`config.mk`:
```
export PLATFORM = sky130hd
export DESIGN_NAME = wsdd_div
export DESIGN_NICKNAME = d
export VERILOG_FILES = /design/src/rtl/wsdd_pkg.sv /design/src/rtl/wsdd_div.sv
export SDC_FILE = /design/constraint.sdc
export NUM_CORES = 2
export LEC_CHECK = 0
export ABC_AREA = 1
export BUFFER_PORTS_ARGS = -buffer_cell sky130_fd_sc_hd__buf_2
export CAP_MARGIN = 20
export CORE_MARGIN = 2
export CORE_UTILIZATION = 59
export CTS_BUF_LIST = sky130_fd_sc_hd__clkbuf_8
export DETAILED_ROUTE_END_ITERATION = 12
export GPL_ROUTABILITY_DRIVEN = 0
export GPL_TIMING_DRIVEN = 0
export PLACE_DENSITY = 0.75
export SYNTH_ARGS = -nofsm -noshare
export SYNTH_HDL_FRONTEND = slang
export SYNTH_SLANG_ARGS = --single-unit
```
`constraint.sdc`:
```
create_clock -name clock -period 4.7 [get_ports clock]
set_input_delay 0.705 -clock clock [delete_from_list [all_inputs] [get_ports clock]]
set_output_delay 0.705 -clock clock [all_outputs]
set_load 0.005 [all_outputs]
```
`src/rtl/wsdd_pkg.sv`:
```
// Shared types and constants for the waypoint steering block.
// No dependencies; every other file of the block imports this package.
`timescale 1ns / 1ps
`default_nettype none

package wsdd_pkg;

   // Default sizes of the angle and wheel speed fields.
   localparam int ANGLE_BITS_DEF = 16;
   localparam int SPEED_BITS_DEF = 16;

   // Fixed field widths.
   localparam int DIST_BITS  = 16;
   localparam int CFG_BITS   = 16;
   localparam int TRACK_BITS = 13;
   localparam int LIMIT_BITS = 14;
   localparam int MODE_BITS  = 3;

   // Quotient width of the shared divider; covers both the arc and pivot terms.
   localparam int QUOT_BITS = 29;

   // Quarter-wave sine polynomial coefficients, Q16.
   localparam logic [16:0] SIN_A = 17'd102944;
   localparam logic [15:0] SIN_B = 16'd42047;
   localparam logic [12:0] SIN_C = 13'd4640;
   localparam logic [16:0] SIN_ONE = 17'd65536;

   // Pivot rounding: round(pivot_rate * track / 2000).
   localparam logic [QUOT_BITS-1:0] PIVOT_ROUND = QUOT_BITS'(1000);
   localparam logic [DIST_BITS-1:0] PIVOT_DIV   = DIST_BITS'(2000);

   // Register indexes of the configuration port.
   typedef enum logic [2:0] {
      REG_FORWARD_SPEED  = 3'd0,
      REG_REVERSE_SPEED  = 3'd1,
      REG_PIVOT_RATE     = 3'd2,
      REG_TRACK_WIDTH    = 3'd3,
      REG_NO_TURN_LIMIT  = 3'd4,
      REG_ARC_TURN_LIMIT = 3'd5
   } reg_index_type;

   // Drive modes.
   typedef enum logic [MODE_BITS-1:0] {
      MODE_FWD_STRAIGHT = 3'd0,
      MODE_FWD_RIGHT    = 3'd1,
      MODE_PIVOT_RIGHT  = 3'd2,
      MODE_REV_RIGHT    = 3'd3,
      MODE_REV_STRAIGHT = 3'd4,
      MODE_REV_LEFT     = 3'd5,
      MODE_PIVOT_LEFT   = 3'd6,
      MODE_FWD_LEFT     = 3'd7
   } mode_type;

   // How the wheel speeds are formed from the quotient.
   typedef enum logic [1:0] {
      KIND_STRAIGHT = 2'd0,
      KIND_ARC      = 2'd1,
      KIND_PIVOT    = 2'd2
   } kind_type;

   // Configuration register set.
   typedef struct packed {
      logic signed [CFG_BITS-1:0]   forward_speed;
      logic signed [CFG_BITS-1:0]   reverse_speed;
      logic        [CFG_BITS-1:0]   pivot_rate;
      logic        [TRACK_BITS-1:0] track_mm;
      logic        [LIMIT_BITS-1:0] no_turn_limit;
      logic        [LIMIT_BITS-1:0] arc_turn_limit;
   } cfg_type;

   // Per-transaction control that rides along the pipeline.
   // sel set: right = speed - q, left = speed + q; clear: the other way round.
   typedef struct packed {
      mode_type                   mode;
      logic                       sel;
      logic signed [CFG_BITS-1:0] speed;
   } ctl_type;

endpackage

`default_nettype wire

```
`src/rtl/wsdd_div.sv`:
```
// Pipelined restoring divider, one quotient bit per stage, control rides along.
// Depends on wsdd_pkg.
`timescale 1ns / 1ps
`default_nettype none

module wsdd_div
   import wsdd_pkg::*;
(
   input  wire                     clock,
   input  wire                     reset,
   input  wire                     en,
   input  wire                     in_valid,
   input  wire ctl_type            in_ctl,
   input  wire [QUOT_BITS-1:0]     in_num,
   input  wire [DIST_BITS-1:0]     in_den,
   output logic                    out_valid,
   output ctl_type                 out_ctl,
   output logic [QUOT_BITS-1:0]    out_quot
);

   logic                   v_ff   [QUOT_BITS];
   ctl_type                ctl_ff [QUOT_BITS];
   logic [QUOT_BITS-1:0]   n_ff   [QUOT_BITS];
   logic [QUOT_BITS-1:0]   q_ff   [QUOT_BITS];
   logic [DIST_BITS-1:0]   rem_ff [QUOT_BITS];
   logic [DIST_BITS-1:0]   den_ff [QUOT_BITS];

   for (genvar i = 0; i < QUOT_BITS; i++) begin : g_stage
      logic                 v_src;
      ctl_type              ctl_src;
      logic [QUOT_BITS-1:0] n_src, q_src;
      logic [DIST_BITS-1:0] rem_src, den_src;
      logic [DIST_BITS:0]   trial;
      logic                 ge;

      if (i == 0) begin : g_first
         assign v_src   = in_valid;
         assign ctl_src = in_ctl;
         assign n_src   = in_num;
         assign q_src   = '0;
         assign rem_src = '0;
         assign den_src = in_den;
      end else begin : g_next
         assign v_src   = v_ff[i-1];
         assign ctl_src = ctl_ff[i-1];
         assign n_src   = n_ff[i-1];
         assign q_src   = q_ff[i-1];
         assign rem_src = rem_ff[i-1];
         assign den_src = den_ff[i-1];
      end

      // Shift in the next numerator bit and try a subtraction.
      assign trial = {rem_src, n_src[QUOT_BITS-1]};
      assign ge    = (trial >= {1'b0, den_src});

      always_ff @(posedge clock) begin
         if (reset) begin
            v_ff[i] <= 1'b0;
         end else if (en) begin
            v_ff[i] <= v_src;
         end
      end

      always_ff @(posedge clock) begin
         if (en) begin
            ctl_ff[i] <= ctl_src;
            n_ff[i]   <= n_src << 1;
            q_ff[i]   <= {q_src[QUOT_BITS-2:0], ge};
            rem_ff[i] <= ge ? DIST_BITS'(trial - {1'b0, den_src}) : trial[DIST_BITS-1:0];
            den_ff[i] <= den_src;
         end
      end
   end

   assign out_valid = v_ff[QUOT_BITS-1];
   assign out_ctl   = ctl_ff[QUOT_BITS-1];
   assign out_quot  = q_ff[QUOT_BITS-1];

endmodule

`default_nettype wire

```
==> flow_summary.json <==
{
  "period_minus_slack_ns": 3.50,
  "internal_power_mw": 44.4,
  "via_per_inst": 5.28,
  "hold_path_class": "primary input to register",
  "grt_overflow_total": 0,
  "tns_ns": 0,
  "drv_cap": 0,
  "dp_hpwl_mm": 145,
  "whs_path_depth": 1,
  "drv_slew": 0,
  "yosys_warnings": 0,
  "max_slew_margin_pct": 26.8,
  "area_delta_synth_final_pct": 10.7,
  "drt-pass1-iter-count": 12,
  "cts_max_level": 5,
  "nets": 11177,
  "clk_latency_ns": 1.08,
  "violations": "DRC",
  "cp-start-kind": "primary input",
  "antenna_found_initial": 2,
  "synth-async-reset-ratio_pct": 0,
  "numCtsBuffers": 384,
  "avgSynthCellArea_um2": 10.8,
  "synth_nets": 10594,
  "cts_tree": "done",
  "outcome": "complete, but fails checks",
  "post_cts_resized": 0,
  "path_max_fanout": 194,
  "path_class": "primary input to register",
  "wl_per_cell_um": 15.5,
  "rr_worst_depth": 12,
  "synthCells": 10048,
  "power_density_nw_per_um2": 584,
  "first_global_vias": 68039,
  "clock_path_buffers": 4,
  "rows": 157,
  "drive_gt1_share_pct": 8.25,
  "required_ns": 5.34,
  "wl_mm": 207,
  "route.detailed.drc": 2,
  "initial_core_util_pct": 59.2,
  "cellLeakagePower_nw": 54.9,
  "synth_top_area_share_pct": 65.2,
  "finClkSkew_ns": 0.0668,
  "ys.flop_type": "edfxtp_1",
  "cts.reportedPaths.clkPinSlew_ns": 0.05,
  "fill_cells": 13447,
  "grt_pass1_wl_mm": 334,
  "die_w_um": 432,
  "dpl_cell_area_um2": 112000,
  "combPwrFrac_pct": 35.0,
  "io_pins": 119,
  "ant_nets": 0,
  "p_switching_mw": 25.5,
  "setup_viol_count_final": 0,
  "switching_share_pct": 36.4,
  "yosysSeqAreaShare_pct": 65.2,
  "clock-sinks": 2346,
  "ir_drop_v": 0.000282,
  "hold_viol": 0,
  "end_kind": "register",
  "synthDistinctLibCells": 45,
  "seqPwrFrac_pct": 41.7,
  "final-seq-area_um2": 70400,
  "grt_max_degree": 195,
  "portBuffers": 118,
  "drtIter0Drc": 6693,
  "core_um2": 182000,
  "rsz0062_at_grt": "no",
  "synth_edf_count": 2346,
  "dieArea_um2": 187000,
  "synth_area_leaders": "edfxtp_1 (65%), nand2_1 (11%), inv_1 (6.1%)",
  "cts-root-buf": "clkbuf_8",
  "syn_area_um2": 108000,
  "die_y_um": 432,
  "yosys.area.top_type": "edfxtp_1",
  "synth_seq_cells": 2346,
  "clockPowerShare_pct": 23.2,
  "grtUsageTotal_pct": 22.1,
  "via_count": 70297,
  "postLayoutCellArea_um2": 120000,
  "finalCritPeriodShare_pct": 74.5,
  "cp_data_arrival_time_ns": 4.14,
  "multi_input_area_um2": 30100,
  "max_clock_freq_mhz": 286,
  "worstMarginPinSlew_ns": 1.10
}
## metal layers
| metal | vias up | wire [um] | global-route usage (%) |
|---|---|---|---|
| li1 | 34251 | - | - |
| met4 | 0 | 8010 | 9.68 |
| met2 | 2944 | 98200 | 36.2 |
| met3 | 642 | 15500 | 4.18 |
| met5 | - | 0 | 0 |
| met1 | 32460 | 85100 | 28.9 |
## cell usage after synthesis (22+ instances only)
cell / n
nand2_4: 26
xnor2_1: 40
buf_4: 37
nand3b_1: 61
edfxtp_1: 2346
buf_6: 28
buf_2: 41
nor2_2: 23
nor2_4: 26
fa_1: 27
nand3_2: 27
nor3_1: 72
and2_1: 22
nand3_1: 734
a21oi_1: 248
ha_1: 450
nand4_1: 125
nand2_1: 3266
inv_1: 1750
xor2_1: 129
nor2_1: 371
nand2_2: 40
## worst paths after layout
path | end | from | slack [ns]
max reg2reg | rem_ff[5][21] | rem_ff[5][10] | 2.27
min reg2reg | ctl_ff[0][125] | ctl_ff[0][105] | 0.36
max | n_ff[0][184] | en | 1.20
min | ctl_ff[0][28] | en | 0.15
## power by group through the flow
stage               registers (mW)  logic, mW  clock network [mW]
floorplan                     28.7       18.1                   0
global placement              30.9       23.0                   0
detailed placement            29.5       23.8                   0
CTS                           29.2       24.0                16.9
global route                  29.4       27.6                17.8
finish                        29.2       24.5                16.2
## logic make-up (layout without fill, tap and decap cells)
family / after synthesis / count (layout) / share of synthesized area [%]
buffers and inverters: 1890 / 2758 / 6.98
AND/OR/NAND/NOR: 4850 / 4850 / 19.2
adder cells (fa/ha/maj): 477 / 477 / 5.71
XOR/XNOR: 169 / 169 / 1.37
AO/OA/AOI/OAI: 316 / 316 / 1.56
flip-flops: 2346 / 2346 / 65.2
other: 0 / 2 / 0
## cell usage in the layout (no fill, tap or decap), drive strengths merged
cell type	Yosys	final
dlygate4sd3	0	66
nand3	764	764
a21oi	248	248
buf	109	240
a21o	1	1
fa	27	27
o21ai	26	26
and3	14	14
nor3	74	74
nor3b	2	2
diode	0	2
xor2	129	129
o21bai	13	13
clkbuf	14	403
and2	22	22
nand4	125	125
edfxtp	2346	2346
a21boi	3	3
nor2	420	420
nand2	3332	3332
a31oi	4	4
xnor2	40	40
o21a	21	21
ha	450	450
bufinv	0	17
clkinv	0	134
inv	1767	1890
nand3b	61	61
clkinvlp	0	8
nor4	11	11
or2	25	25
## critical path, stage by stage
cell and delay [ns]:
buf_12 0.48, buf_16 0.55, buf_16 0.43, buf_16 0.52, buf_16 0.59
## what timing repair did
item                                   in CTS  in global routing
hold buffers                               66                  0
setup buffers                               0                  0
endpoints found under the hold margin      79                  0
## flip-flops by register name, indices dropped and copies added, names as in the netlist
register / count
rem_ff: 448
den_ff: 448
ctl_ff: 580
q_ff: 435
v_ff: 29
n_ff: 406
## through the flow
step           setup slack [ns]  hold WS [ns]  cells  power, mW  utilization (%)
3_5_place_dp              0.149         0.405  12564       53.3             61.4
3_3_place_gp             -34.33         0.400  12551       53.9             61.2
5_1_grt                   0.983         0.144  13303       74.8             65.6
6_report                   1.20         0.151  13303       69.9             65.6
2_1_floorplan              2.72         0.400  10048       46.8                -
4_1_cts                    1.33        0.0686  13301       70.0             65.6
## cell type report
type | count | share of cell area (%)
Inverter | 1767 | 5.54
Multi-Input combinational cell | 5812 | 25.2
Sequential cell | 2346 | 58.9
Buffer | 123 | 0.767
Antenna cell | 2 | 0.00418
Timing Repair Buffer | 197 | 1.36
Tap cell | 2385 | 2.49
Clock inverter | 282 | 1.35
Clock buffer | 389 | 4.47
(Power assumes the default switching activity.)
