### src/rtl/wsdd_pkg.sv
// Shared types and constants for the waypoint steering block.
// No dependencies; every other file of the block imports this package.
`timescale 1ns / 1ps
`default_nettype none

package wsdd_pkg;

   // Default sizes of the angle and wheel speed fields.
   localparam int ANGLE_BITS_DEF = 16;
   localparam int SPEED_BITS_DEF = 16;

   // Fixed field widths.
   localparam int DIST_BITS  = 16;
   localparam int CFG_BITS   = 16;
   localparam int TRACK_BITS = 13;
   localparam int LIMIT_BITS = 14;
   localparam int MODE_BITS  = 3;

   // Quotient width of the shared divider; covers both the arc and pivot terms.
   localparam int QUOT_BITS = 29;

   // Quarter-wave sine polynomial coefficients, Q16.
   localparam logic [16:0] SIN_A = 17'd102944;
   localparam logic [15:0] SIN_B = 16'd42047;
   localparam logic [12:0] SIN_C = 13'd4640;
   localparam logic [16:0] SIN_ONE = 17'd65536;

   // Pivot rounding: round(pivot_rate * track / 2000).
   localparam logic [QUOT_BITS-1:0] PIVOT_ROUND = QUOT_BITS'(1000);
   localparam logic [DIST_BITS-1:0] PIVOT_DIV   = DIST_BITS'(2000);

   // Register indexes of the configuration port.
   typedef enum logic [2:0] {
      REG_FORWARD_SPEED  = 3'd0,
      REG_REVERSE_SPEED  = 3'd1,
      REG_PIVOT_RATE     = 3'd2,
      REG_TRACK_WIDTH    = 3'd3,
      REG_NO_TURN_LIMIT  = 3'd4,
      REG_ARC_TURN_LIMIT = 3'd5
   } reg_index_type;

   // Drive modes.
   typedef enum logic [MODE_BITS-1:0] {
      MODE_FWD_STRAIGHT = 3'd0,
      MODE_FWD_RIGHT    = 3'd1,
      MODE_PIVOT_RIGHT  = 3'd2,
      MODE_REV_RIGHT    = 3'd3,
      MODE_REV_STRAIGHT = 3'd4,
      MODE_REV_LEFT     = 3'd5,
      MODE_PIVOT_LEFT   = 3'd6,
      MODE_FWD_LEFT     = 3'd7
   } mode_type;

   // How the wheel speeds are formed from the quotient.
   typedef enum logic [1:0] {
      KIND_STRAIGHT = 2'd0,
      KIND_ARC      = 2'd1,
      KIND_PIVOT    = 2'd2
   } kind_type;

   // Configuration register set.
   typedef struct packed {
      logic signed [CFG_BITS-1:0]   forward_speed;
      logic signed [CFG_BITS-1:0]   reverse_speed;
      logic        [CFG_BITS-1:0]   pivot_rate;
      logic        [TRACK_BITS-1:0] track_mm;
      logic        [LIMIT_BITS-1:0] no_turn_limit;
      logic        [LIMIT_BITS-1:0] arc_turn_limit;
   } cfg_type;

   // Per-transaction control that rides along the pipeline.
   // sel set: right = speed - q, left = speed + q; clear: the other way round.
   typedef struct packed {
      mode_type                   mode;
      logic                       sel;
      logic signed [CFG_BITS-1:0] speed;
   } ctl_type;

endpackage

`default_nettype wire

### src/rtl/wsdd_front.sv
// Front end: bearing, cone selection, sine polynomial and numerator products.
// Seven register stages; depends on wsdd_pkg.
`timescale 1ns / 1ps
`default_nettype none

module wsdd_front
   import wsdd_pkg::*;
#(
   parameter int ANGLE_BITS = ANGLE_BITS_DEF
) (
   input  wire                        clock,
   input  wire                        reset,
   input  wire                        en,
   input  wire cfg_type               cfg,
   input  wire                        in_valid,
   input  wire [ANGLE_BITS-1:0]       in_heading,
   input  wire [ANGLE_BITS-1:0]       in_yaw,
   input  wire [DIST_BITS-1:0]        in_dist,
   output logic                       out_valid,
   output ctl_type                    out_ctl,
   output logic [QUOT_BITS-1:0]       out_num,
   output logic [DIST_BITS-1:0]       out_den
);

   localparam int CW = ((ANGLE_BITS > LIMIT_BITS) ? ANGLE_BITS : LIMIT_BITS) + 2;
   localparam logic signed [CW-1:0] TURN = CW'(64'd1 << ANGLE_BITS);
   localparam logic signed [CW-1:0] HALF = CW'(64'd1 << (ANGLE_BITS - 1));
   localparam logic [ANGLE_BITS-2:0] HALF_U = (ANGLE_BITS-1)'(64'd1 << (ANGLE_BITS - 1));
   localparam logic [ANGLE_BITS-2:0] QUARTER = (ANGLE_BITS-1)'(64'd1 << (ANGLE_BITS - 2));

   // Stage valid bits.
   logic [6:0] v_ff;

   // Stage 1 results.
   ctl_type                 ctl1_in, ctl1_ff;
   kind_type                kind1_in, kind1_ff;
   logic [16:0]             x1_in, x1_ff;
   logic [15:0]             mag1_in, mag1_ff;
   logic [DIST_BITS-1:0]    d1_ff;

   // Later stages.
   ctl_type                 ctl2_ff, ctl3_ff, ctl4_ff, ctl5_ff, ctl6_ff;
   kind_type                kind2_ff, kind3_ff, kind4_ff, kind5_ff, kind6_ff;
   logic [DIST_BITS-1:0]    d2_ff, d3_ff, d4_ff, d5_ff, d6_ff;
   logic [16:0]             x2_ff, x3_ff, x4_ff;
   logic [16:0]             sq2_in, sq2_ff, sq3_ff;
   logic [28:0]             mt2_ff, mt3_ff, mt4_ff, mt5_ff;
   logic [15:0]             t3_in, t3_ff;
   logic [16:0]             t4_in, t4_ff;
   logic [16:0]             s5_in, s5_ff;
   logic [45:0]             num6_ff;
   logic [QUOT_BITS-1:0]    piv_ff;
   logic [QUOT_BITS-1:0]    n7_in, n7_ff;
   logic [DIST_BITS-1:0]    den7_in, den7_ff;
   ctl_type                 ctl7_ff;

   // Bearing, cone selection and folded angle.
   always_comb begin
      logic [ANGLE_BITS-1:0]  b;
      logic signed [CW-1:0]   bs, n, a;
      logic [ANGLE_BITS-2:0]  u;
      logic [ANGLE_BITS+15:0] ux;
      logic signed [16:0]     sp;
      b  = in_heading + in_yaw;
      bs = CW'(b);
      n  = CW'(cfg.no_turn_limit);
      a  = CW'(cfg.arc_turn_limit);
      ctl1_in.speed = cfg.forward_speed;
      ctl1_in.sel   = 1'b0;
      kind1_in      = KIND_STRAIGHT;
      if (bs <= n || bs >= TURN - n) begin
         ctl1_in.mode = MODE_FWD_STRAIGHT;
      end else if (bs <= a) begin
         ctl1_in.mode = MODE_FWD_RIGHT;
         kind1_in     = KIND_ARC;
      end else if (bs <= HALF - a) begin
         ctl1_in.mode = MODE_PIVOT_RIGHT;
         kind1_in     = KIND_PIVOT;
      end else if (bs <= HALF - n) begin
         ctl1_in.mode  = MODE_REV_RIGHT;
         ctl1_in.speed = cfg.reverse_speed;
         kind1_in      = KIND_ARC;
      end else if (bs <= HALF + n) begin
         ctl1_in.mode  = MODE_REV_STRAIGHT;
         ctl1_in.speed = cfg.reverse_speed;
      end else if (bs <= HALF + a) begin
         ctl1_in.mode  = MODE_REV_LEFT;
         ctl1_in.speed = cfg.reverse_speed;
         kind1_in      = KIND_ARC;
      end else if (bs <= TURN - a) begin
         ctl1_in.mode = MODE_PIVOT_LEFT;
         kind1_in     = KIND_PIVOT;
      end else begin
         ctl1_in.mode = MODE_FWD_LEFT;
         kind1_in     = KIND_ARC;
      end
      // Pivots carry no base speed; the right-hand pivot subtracts on the right.
      if (kind1_in == KIND_PIVOT) begin
         ctl1_in.speed = '0;
         ctl1_in.sel   = (ctl1_in.mode == MODE_PIVOT_RIGHT);
      end else if (kind1_in == KIND_ARC) begin
         ctl1_in.sel = ctl1_in.speed[CFG_BITS-1] ^ (bs > HALF);
      end
      sp      = 17'(ctl1_in.speed);
      mag1_in = sp[16] ? 16'(-sp) : 16'(sp);
      u = b[ANGLE_BITS-2:0];
      if (u > QUARTER) begin
         u = HALF_U - u;
      end
      ux    = {1'b0, u, 16'b0} >> (ANGLE_BITS - 2);
      x1_in = ux[16:0];
   end

   // Polynomial steps; each stage holds one multiply.
   always_comb begin
      logic [33:0] p2;
      logic [29:0] p3;
      logic [32:0] p4;
      logic [33:0] p5;
      p2     = 34'(x1_ff) * 34'(x1_ff);
      sq2_in = p2[32:16];
      p3     = 30'(SIN_C) * 30'(sq2_ff);
      t3_in  = SIN_B - 16'(p3[29:16]);
      p4     = 33'(t3_ff) * 33'(sq3_ff);
      t4_in  = SIN_A - p4[32:16];
      p5     = 34'(t4_ff) * 34'(x4_ff);
      s5_in  = (p5[33:16] > 18'(SIN_ONE)) ? SIN_ONE : p5[32:16];
   end

   // Divider operands: the arc term rounds by half the denominator first.
   always_comb begin
      logic [46:0] sum;
      sum     = 47'(num6_ff) + (47'(d6_ff) << 15);
      n7_in   = '0;
      den7_in = DIST_BITS'(1);
      if (kind6_ff == KIND_ARC && d6_ff != '0) begin
         n7_in   = sum[16 +: QUOT_BITS];
         den7_in = d6_ff;
      end else if (kind6_ff == KIND_PIVOT) begin
         n7_in   = piv_ff;
         den7_in = PIVOT_DIV;
      end
   end

   // Valid bits.
   always_ff @(posedge clock) begin
      if (reset) begin
         v_ff <= '0;
      end else if (en) begin
         v_ff <= {v_ff[5:0], in_valid};
      end
   end

   // Pivot numerator follows the configuration.
   always_ff @(posedge clock) begin
      piv_ff <= QUOT_BITS'(cfg.pivot_rate) * QUOT_BITS'(cfg.track_mm) + PIVOT_ROUND;
   end

   // Payload stages.
   always_ff @(posedge clock) begin
      if (en) begin
         ctl1_ff <= ctl1_in;  kind1_ff <= kind1_in; x1_ff <= x1_in;
         mag1_ff <= mag1_in;  d1_ff <= in_dist;
         ctl2_ff <= ctl1_ff;  kind2_ff <= kind1_ff; d2_ff <= d1_ff; x2_ff <= x1_ff;
         sq2_ff  <= sq2_in;
         mt2_ff  <= 29'(mag1_ff) * 29'(cfg.track_mm);
         ctl3_ff <= ctl2_ff;  kind3_ff <= kind2_ff; d3_ff <= d2_ff; x3_ff <= x2_ff;
         sq3_ff  <= sq2_ff;   mt3_ff <= mt2_ff;     t3_ff <= t3_in;
         ctl4_ff <= ctl3_ff;  kind4_ff <= kind3_ff; d4_ff <= d3_ff; x4_ff <= x3_ff;
         mt4_ff  <= mt3_ff;   t4_ff <= t4_in;
         ctl5_ff <= ctl4_ff;  kind5_ff <= kind4_ff; d5_ff <= d4_ff;
         mt5_ff  <= mt4_ff;   s5_ff <= s5_in;
         ctl6_ff <= ctl5_ff;  kind6_ff <= kind5_ff; d6_ff <= d5_ff;
         num6_ff <= 46'(mt5_ff) * 46'(s5_ff);
         ctl7_ff <= ctl6_ff;  n7_ff <= n7_in;       den7_ff <= den7_in;
      end
   end

   assign out_valid = v_ff[6];
   assign out_ctl   = ctl7_ff;
   assign out_num   = n7_ff;
   assign out_den   = den7_ff;

endmodule

`default_nettype wire

### config.mk
export PLATFORM = sky130hd
export DESIGN_NAME = wsdd_front
export DESIGN_NICKNAME = d
export VERILOG_FILES = /design/src/rtl/wsdd_pkg.sv /design/src/rtl/wsdd_front.sv
export SDC_FILE = /design/constraint.sdc
export NUM_CORES = 2
export LEC_CHECK = 0
export ABC_CLOCK_PERIOD_IN_PS = 11630
export BUFFER_PORTS_ARGS = -buffer_cell sky130_fd_sc_hd__buf_2
export CAP_MARGIN = 20
export CORE_ASPECT_RATIO = 1.75
export CORE_UTILIZATION = 39
export CTS_CLUSTER_DIAMETER = 60
export DETAILED_ROUTE_END_ITERATION = 6
export PLACE_DENSITY_LB_ADDON = 0.25
export SYNTH_ARGS = -nofsm -noshare
export SYNTH_HDL_FRONTEND = slang
export SYNTH_SLANG_ARGS = --single-unit
export TNS_END_PERCENT = 50
### constraint.sdc
create_clock -name clock -period 11.63 [get_ports clock]
set_input_delay 2.9075 -clock clock [delete_from_list [all_inputs] [get_ports clock]]
set_output_delay 2.9075 -clock clock [all_outputs]
set_load 0.05 [all_outputs]
==> metrics.md <==
| Metric | Value |
|---|---|
| Status | `complete, no violations` |
| Hold Crit Class | `reg -> reg` |
| Commonest non-fill, non-tap cell in the layout | `inv_1` |
| Clk Latency, worst-skew pair | `710 ps` |
| Chip Height | `586 µm` |
| Crit-path max FO | `32` |
| Critical path class | `in -> reg` |
| Sequential share of the synthesized area | `24.3%` |
| Routed vias | `50,700` |
| Clk sinks | `628` |
| Area Growth Syn to Fin | `8.24%` |
| Syn Std Cell Area | `76,000 µm²` |
| Die Wd | `336 µm` |
| Number of fill cells | `18,800` |
| H-Tree Depth | `3` |
| RSZ-0062 raised after global routing | `no` |
| Tcrit/Tclk final | `77.6%` |
| Least-Margin Pin Slew | `1120 ps` |
| EDFF count, synth | `592` |
| Fin cells | `10,100` |
| Final Max Tran Viols | `0` |
| CP Capture Type | `register` |
| Hold Fails Final Rpt | `0` |
| Setup tns final | `0 ps` |
| # setup viols final | `0` |
| Via/cell ratio | `5.03` |
| Worst EP arrival | `9640 ps` |
| Share of cells above drive strength 1 | `6.05%` |
| TritonCTS Buffers | `72` |
| CORE AREA | `194,000 µm²` |
| First-pass GRT wire length | `296 mm` |
| Ys Warns | `0` |
| Router iterations before antenna repair | `7` |
| Cts hold-fix bufs | `0` |
| CTS max path bufs | `3` |
| Clk_skew | `50.6 ps` |
| GRT Total Usage | `19.2%` |
| DRC viols | `0` |
| Final ANT Viol Nets | `0` |
| CTS Root Cell | `clkbuf_16` |
| Max-Cap Viols | `0` |
| Post-route minimum period | `9020 ps` |
| Global route total overflow | `0` |
| Critical Path Source Type | `input port` |
| Number of distinct library cells after synthesis | `106` |
| Final net count | `9,528` |
| Largest net degree at the start of global routing | `158` |
| Worst slew margin | `24.8%` |
| Post-CTS setup buffer count | `0` |
| Mapped Cells | `7,367` |
| Buffers added on ports | `206` |
| Post-Route WL | `184 mm` |
| Post-synth ARST share | `0%` |
| Die ar. | `197,000 µm²` |
| Avg Synthesized Cell Area | `10.3 µm²` |
| WL per Instance | `18.2 µm` |
| Max frequency | `111 MHz` |
| Most frequent cells in the layout | `1,463 x inv_1, 1,261 x fa_1, 1,087 x nand2_1, 702 x ha_1, 592 x edfxtp_1` |
| I/O pin total | `207` |
| Post-cts sizing count | `0` |
| CTS clk-pin slew, worst paths | `60 ps` |
| Row Count | `214` |
| Placed insts | `9,942` |
| TritonCTS clock tree | `built` |
| Flop and latch count out of synthesis | `628` |
| Vias in the first global route | `56,500` |
| Starting density of the core | `39.2%` |
| Ys flop type | `edfxtp_1` |
| Net Count, Synth | `9,471` |
| DP Worst Slack | `1940 ps` |
| Initial antenna violation count | `22` |
| DRT iter0 DRCs | `2,234` |
| Dpl hpwl | `145 mm` |
| PnR worst setup slack | `2610 ps` |
| Routability congestion estimate | `0.882` |
| Worst path required time | `12,240 ps` |
-- per-stage QoR --
stage               cell area, µm²  hold WS (ps)  util [%]
global placement             79700           401      41.1
floorplan                    76000           400         -
global route                 82300           398      42.5
detailed placement           79700           405      41.1
CTS                          82300           395      42.4
finish                       82300           394      42.5
-- critical path, stage by stage --
cell and delay [ps]:
buf_2 500, nand2_1 170, fa_1 510, fa_1 490, inv_1 40, ha_1 270, ha_1 290, fa_1 440
ha_1 290, ha_1 220, fa_1 460, a21o_1 190, a21oi_1 220, o21bai_1 100, a21oi_1 240, nor2b_1 80
o21a_1 190, o31a_1 280, o211a_1 280, o31ai_1 310, o21ai_0 200, o41ai_1 500, o21bai_1 130, a21oi_1 190
xnor2_1 130
-- final cells by class --
class | instances | area (µm²) | area share, %
clock buffer | 83 | 1870 | 2.28
timing repair buffer | 269 | 1540 | 1.87
multi-input combinational | 4988 | 50900 | 61.9
tap | 2592 | 3240 | 3.94
inverter | 1465 | 5500 | 6.68
sequential | 628 | 18500 | 22.5
antenna | 13 | 32.5 | 0.0395
clock inverter | 49 | 689 | 0.838
-- synthesized netlist by cell type (6+ instances only) --
cell type	number	area, µm²
nor3b_1	6	45.0
nor4_1	15	93.8
and4_1	9	78.8
a21boi_0	7	52.6
o21ai_0	101	505
o211ai_1	13	97.6
ha_1	702	8780
xor2_1	69	604
clkbuf_1	267	1000
xnor2_1	177	1550
and3_1	36	225
fa_1	1261	25200
or4_1	11	82.6
nand2b_1	24	150
nor2b_1	30	188
nor2_1	186	698
nand2_1	1087	4080
and2_1	590	3690
a2111oi_0	6	52.6
a21oi_1	124	621
edfxtp_1	592	17800
buf_1	11	41.3
inv_1	1463	5490
a21o_1	54	405
o31ai_1	18	135
a31o_2	8	70.1
o21ai_1	12	60.1
o21bai_1	24	180
a211o_1	13	114
or3_1	24	150
a211oi_1	26	195
nand4_1	13	81.3
a31oi_1	19	119
o31a_1	8	70.1
nand3_1	53	265
a22o_1	6	52.6
nor3_1	59	295
o21a_1	34	255
dfxtp_1	36	721
or2_2	14	87.6
mux2i_1	27	270
-- final timing paths --
kind / from / end / slack (ps) / depth (start not counted)
setup / recovery: cfg[29] / piv_ff[28] / 2610 / 25
hold / removal: mt2_ff[14] / mt3_ff[14] / 390 / 0
setup reg to reg: t3_ff[1] / t4_ff[16] / 2640 / 25
hold reg to reg: mt2_ff[14] / mt3_ff[14] / 390 / 0
-- sequential cells by signal, summed over array words and instances, names as in the netlist, 17 cells and up --
| name | cells |
|---|---|
| mt3_ff | 29 |
| t4_ff | 17 |
| ctl4_ff | 20 |
| num6_ff | 30 |
| ctl6_ff | 20 |
| ctl3_ff | 20 |
| ctl2_ff | 20 |
| mt5_ff | 29 |
| s5_ff | 17 |
| sq3_ff | 17 |
| piv_ff | 29 |
| ctl5_ff | 20 |
| out_ctl | 20 |
| ctl1_ff | 20 |
| sq2_ff | 17 |
| mt2_ff | 29 |
| out_num | 29 |
| mt4_ff | 29 |
-- metal layers --
metal / wire (µm) / GRT usage [%] / up-vias
li1: - / - / 23100
met1: 66000 / 20.1 / 26200
met2: 103000 / 37.9 / 1028
met3: 7100 / 2.50 / 439
met4: 7500 / 8.00 / 18
met5: 124 / 0 / -
-- cells by family (layout without fill, tap and decap cells) --
kind of cell / after synthesis / in the layout / synth area share, %
and+or+nand+nor: 2187 / 2187 / 13.8
adders and majority gates: 1967 / 1967 / 44.8
buffers and inverters: 1751 / 1866 / 8.69
DFF: 628 / 628 / 24.3
AOI/OAI and AO/OA: 550 / 550 / 4.95
xor gates and xnor gates: 248 / 248 / 2.88
muxes: 36 / 36 / 0.503
other: 0 / 13 / 0
Power is not shown: default switching activity piles up to over one toggle a cycle in this logic, so the estimate is an artifact.
